<file path="config.mk">
export PLATFORM = sky130hd
export DESIGN_NAME = cmpd_ctrl
export DESIGN_NICKNAME = d
export VERILOG_FILES = /design/src/design/cmpd_pkg.sv /design/src/design/cmpd_ctrl.sv
export SDC_FILE = /design/constraint.sdc
export NUM_CORES = 1
export LEC_CHECK = 0
export BUFFER_PORTS_ARGS = -buffer_cell sky130_fd_sc_hd__buf_4
export CORE_AREA = 2 2 39 41
export DETAILED_ROUTE_END_ITERATION = 8
export DIE_AREA = 0 0 41 43
export SLEW_MARGIN = 10
export SYNTH_ARGS = -nofsm -noshare
export SYNTH_HDL_FRONTEND = slang
export SYNTH_SLANG_ARGS = --single-unit
export TNS_END_PERCENT = 30
</file>
<file path="constraint.sdc">
create_clock -name clock -period 1.4 [get_ports clock]
set_clock_uncertainty 0.2 [all_clocks]
set_input_delay 0.28 -clock clock [delete_from_list [all_inputs] [get_ports clock]]
set_output_delay 0.28 -clock clock [all_outputs]
set_load 0.005 [all_outputs]
</file>
<file path="src/design/cmpd_pkg.sv">
`default_nettype none
package cmpd_pkg;

   localparam int CODE_BITS = 15;
   localparam int SYM_BITS  = 8;
   localparam int LEN_BITS  = 4;
   localparam int ROW_AW    = 2 * SYM_BITS;

   // Input actions
   typedef enum logic [1:0] {
      ACT_RESTART = 2'd0,
      ACT_LOAD    = 2'd1,
      ACT_DECODE  = 2'd2
   } action_type;

   typedef enum logic [2:0] {
      ST_CLEAR,
      ST_IDLE,
      ST_LOOKUP,
      ST_PICK,
      ST_SHIFT_RD,
      ST_SHIFT_WR,
      ST_FRONT,
      ST_EMIT
   } state_type;

   // Controller to datapath
   typedef struct packed {
      logic clear_start;
      logic clear_en;
      logic load_en;
      logic lookup_en;
      logic keep_bits;
      logic code_restart;
      logic pick_rd;
      logic pick_take;
      logic shift_rd;
      logic shift_wr;
      logic front_wr;
      logic set_res_sym;
      logic set_res_err;
      logic set_res_pick;
      logic emit_en;
   } cmd_type;

   // Datapath to controller
   typedef struct packed {
      logic clear_done;
      logic match;
      logic full;
      logic mode;
      logic k_zero;
      logic k_one;
      logic out_free;
   } stat_type;

endpackage
`default_nettype wire

</file>
<file path="src/design/cmpd_ctrl.sv">
`default_nettype none
module cmpd_ctrl
   import cmpd_pkg::*;
(
   input  wire logic        clock,
   input  wire logic        reset,
   input  wire logic        req_tvalid,
   input  wire logic [1:0]  req_action,
   output logic             req_tready,
   input  wire stat_type    stat,
   output cmd_type          cmd
);

   state_type state_ff, state_in;
   logic      accept;

   assign req_tready = (state_ff == ST_IDLE);
   assign accept     = req_tvalid && req_tready;

   // Advance state
   always_ff @(posedge clock) begin
      if (reset) begin
         state_ff <= ST_CLEAR;
      end else begin
         state_ff <= state_in;
      end
   end

   // Next state
   always_comb begin
      state_in = state_ff;
      unique case (state_ff)
         ST_CLEAR: begin
            if (stat.clear_done) state_in = ST_IDLE;
         end
         ST_IDLE: begin
            if (accept) begin
               unique case (req_action)
                  ACT_RESTART: state_in = ST_CLEAR;
                  ACT_DECODE:  state_in = ST_LOOKUP;
                  default:     state_in = ST_IDLE;
               endcase
            end
         end
         ST_LOOKUP: begin
            priority if (stat.match && stat.mode) state_in = ST_EMIT;
            else if (stat.match)                  state_in = ST_PICK;
            else if (stat.full)                   state_in = ST_EMIT;
            else                                  state_in = ST_IDLE;
         end
         ST_PICK: begin
            state_in = stat.k_zero ? ST_FRONT : ST_SHIFT_RD;
         end
         ST_SHIFT_RD: state_in = ST_SHIFT_WR;
         ST_SHIFT_WR: begin
            state_in = stat.k_one ? ST_FRONT : ST_SHIFT_RD;
         end
         ST_FRONT: state_in = ST_EMIT;
         ST_EMIT: begin
            if (stat.out_free) state_in = ST_IDLE;
         end
         default: state_in = ST_CLEAR;
      endcase
   end

   // Commands
   always_comb begin
      cmd = '0;
      unique case (state_ff)
         ST_CLEAR: cmd.clear_en = 1'b1;
         ST_IDLE: begin
            if (accept) begin
               unique case (req_action)
                  ACT_RESTART: cmd.clear_start = 1'b1;
                  ACT_LOAD:    cmd.load_en     = 1'b1;
                  ACT_DECODE:  cmd.lookup_en   = 1'b1;
                  default:     ;
               endcase
            end
         end
         ST_LOOKUP: begin
            priority if (stat.match) begin
               cmd.code_restart = 1'b1;
               cmd.set_res_sym  = stat.mode;
               cmd.pick_rd      = !stat.mode;
            end else if (stat.full) begin
               cmd.code_restart = 1'b1;
               cmd.set_res_err  = 1'b1;
            end else begin
               cmd.keep_bits = 1'b1;
            end
         end
         ST_PICK:     cmd.pick_take = 1'b1;
         ST_SHIFT_RD: cmd.shift_rd  = 1'b1;
         ST_SHIFT_WR: cmd.shift_wr  = 1'b1;
         ST_FRONT: begin
            cmd.front_wr     = 1'b1;
            cmd.set_res_pick = 1'b1;
         end
         ST_EMIT: cmd.emit_en = stat.out_free;
         default: ;
      endcase
   end

endmodule
`default_nettype wire

</file>
==> run summary <==
Cells after synthesis: 47
Most flops, register: state_ff
Worst ir drop on vdd: 0.470 mV
Largest regs: state_ff: 3 flops
Highest-count cells in the layout ignoring fill and taps: buf_4 (34), nor2_1 (7), nand2b_1 (4)
Initial core utilization: 24.9%
Pwr Density: 490 nW/um^2
Leading area contributor after synthesis: dfxtp_1
# DRC: 0
Vias in the first global route: 462
RSZ-0062 raised after global routing: yes
Top cell type's share of synthesized area: 17.5%
CTS buffer count: 3
IO buf count: 27
Placer Congestion: 0.797
Post-Layout Cell Count: 101
Placed Cells: 94
Via density per instance: 4.79
Slowest stage cell, crit path: dfxtp_2
Max reg flops: 3
Netlist cell types: 21
CTS tree: done
GRT Overall Usage: 13.8%
Setup violations, final: 17
Drt first pass iters: 3
Worst path bufs/invs: 1
Syn nets: 59
Die Span Y: 43 microns
Worst-Margin Slew: 274 ps
Req. time, crit path: 920 ps
Total Wirelength: 1100 microns
Hold Path Class: in2reg
Vias: 484
Clock Path Buffers: 2
DP Area: 607 sq um
Final Net Count: 98
Die width: 41 microns
Initial antenna violation count: 0
Fmax: 0.594 GHz
Violated checks: setup timing
Wire length of the first global-routing pass: 1730 microns
Clk Latency, worst-skew pair: 230 ps
Overall Power: 0.360 mW
Crit path DAT: 1200 ps
Ant. Diodes: 0
Post-detail-place hpwl: 870 microns
Critical path class: reg2out
Max-cap violations: 0
DIE AREA: 1760 sq um
Final ANT Viol Nets: 0
Leak Pwr: 0.356 nW
Cell area after layout: 736 sq um
Max-slew headroom: 81.8%
Setup crit end kind: output pin
Startpoint Class: flop
Post-DR wirelength/cell: 10.9 microns
Syn. warnings: 0
I/O pins: 28
Fin util: 53.2%
Setup ws final: -283 ps
Grt ovf: 0
Post-Syn Area per Cell: 7.32 sq um
Setup TNS: -2720 ps
Fill cell count: 147
Status: finished, violations left
Crit path max-delay family: simple AND/OR/NAND/NOR gates
Sequential share of the synthesized area: 17.5%
Worst path cell trace: nor3b_4 > and3b_1 > and2_1 > buf_4
CP max FO: 3
Clock Sink Count: 3
Core Box Area: 1380 sq um
Starting DRT DRC Count: 3
Most common cell after layout, fill and taps aside: buf_4
Final Max Tran Viols: 0
Largest net degree at the start of global routing: 11
Layout area overhead: 114%
Layout cell share with drive strength beyond 1: 69.4%
CP max stage delay: 340 ps
Mapped cell area: 344 sq um
Synth Register Bits: 3
FP Rows: 14
Final period util: 120%
Ranking of synthesized cells by area: dfxtp_1 (17%), nor3b_1 (11%), nor2_1 (8.7%)
H-tree levels: 1
Clock root cell: clkbuf_4
Clock transition at the registers of the reported paths: 40 ps
Hold Fails Final Rpt: 0
Post-layout minimum cycle time: 1680 ps
-- metrics by stage --
| stage | worst slack, ps | hold slack (ps) |
|---|---|---|
| final | -283 | 38.1 |
| after CTS | -315 | 33.0 |
| after detailed placement | -81.8 | 278 |
| after floorplan | 13.1 | 159 |
| after global placement | -59.0 | 275 |
| after global routing | -359 | 28.1 |
-- cells in the mapped netlist (all sizes together) --
| master | instances |
|---|---|
| a211o | 1 |
| a21oi | 4 |
| a221oi | 1 |
| a41oi | 1 |
| and2 | 1 |
| and3b | 1 |
| and4 | 1 |
| buf | 4 |
| dfxtp | 3 |
| inv | 1 |
| nand2 | 4 |
| nand2b | 4 |
| nor2 | 8 |
| nor3 | 4 |
| nor3b | 6 |
| o21a | 1 |
| o311a | 1 |
| or3 | 1 |
-- routing by layer --
layer  track usage (%)  up-vias  wire length [microns]
li1                  -      243                      -
met2              25.0       18                    594
met1              14.4      223                    419
met4              2.00        0                      0
met5                 0        -                      0
met3              5.24        0                     83
-- cell type report --
type | count | area, sq um | share of cell area [%]
Multi-Input combinational cell | 39 | 305 | 41.5
Inverter | 1 | 11.3 | 1.53
Sequential cell | 3 | 63.8 | 8.67
Clock buffer | 4 | 26.3 | 3.57
Timing Repair Buffer | 38 | 309 | 42.0
Tap cell | 16 | 20.0 | 2.72
-- kinds of logic (layout without fill, tap and decap cells) --
group,Yosys count,in the layout,synth area share [%]
compound gates,9,9,19.6
buf+inv,5,43,12.0
flops,3,3,17.5
simple gates,30,30,50.9
-- timing repair --
action,4_1_cts,5_1_grt
hold buffers,0,0
resized for setup,16,6
buffers inserted,3,0
endpoints found under the setup margin,17,18
pin swaps,7,0
-- power breakdown --
group	internal (mW)	leakage [nW]	switching [mW]
clock	0.107	0.0150	0.0428
sequential	0.0897	0.0257	0.00306
combinational	0.0701	0.315	0.0479
total	0.267	0.356	0.0938
-- final timing paths --
| check | start | endpoint | slack (ps) | depth (start not counted) |
|---|---|---|---|---|
| hold reg to reg | state_ff[2] | state_ff[2] | 470 | 2 |
| hold / removal | reset | state_ff[0] | 40 | 2 |
| setup / recovery | state_ff[1] | cmd[11] | -280 | 4 |
| setup reg to reg | state_ff[1] | state_ff[1] | -40 | 5 |
No activity file was read; power rests on OpenSTA's default activity.
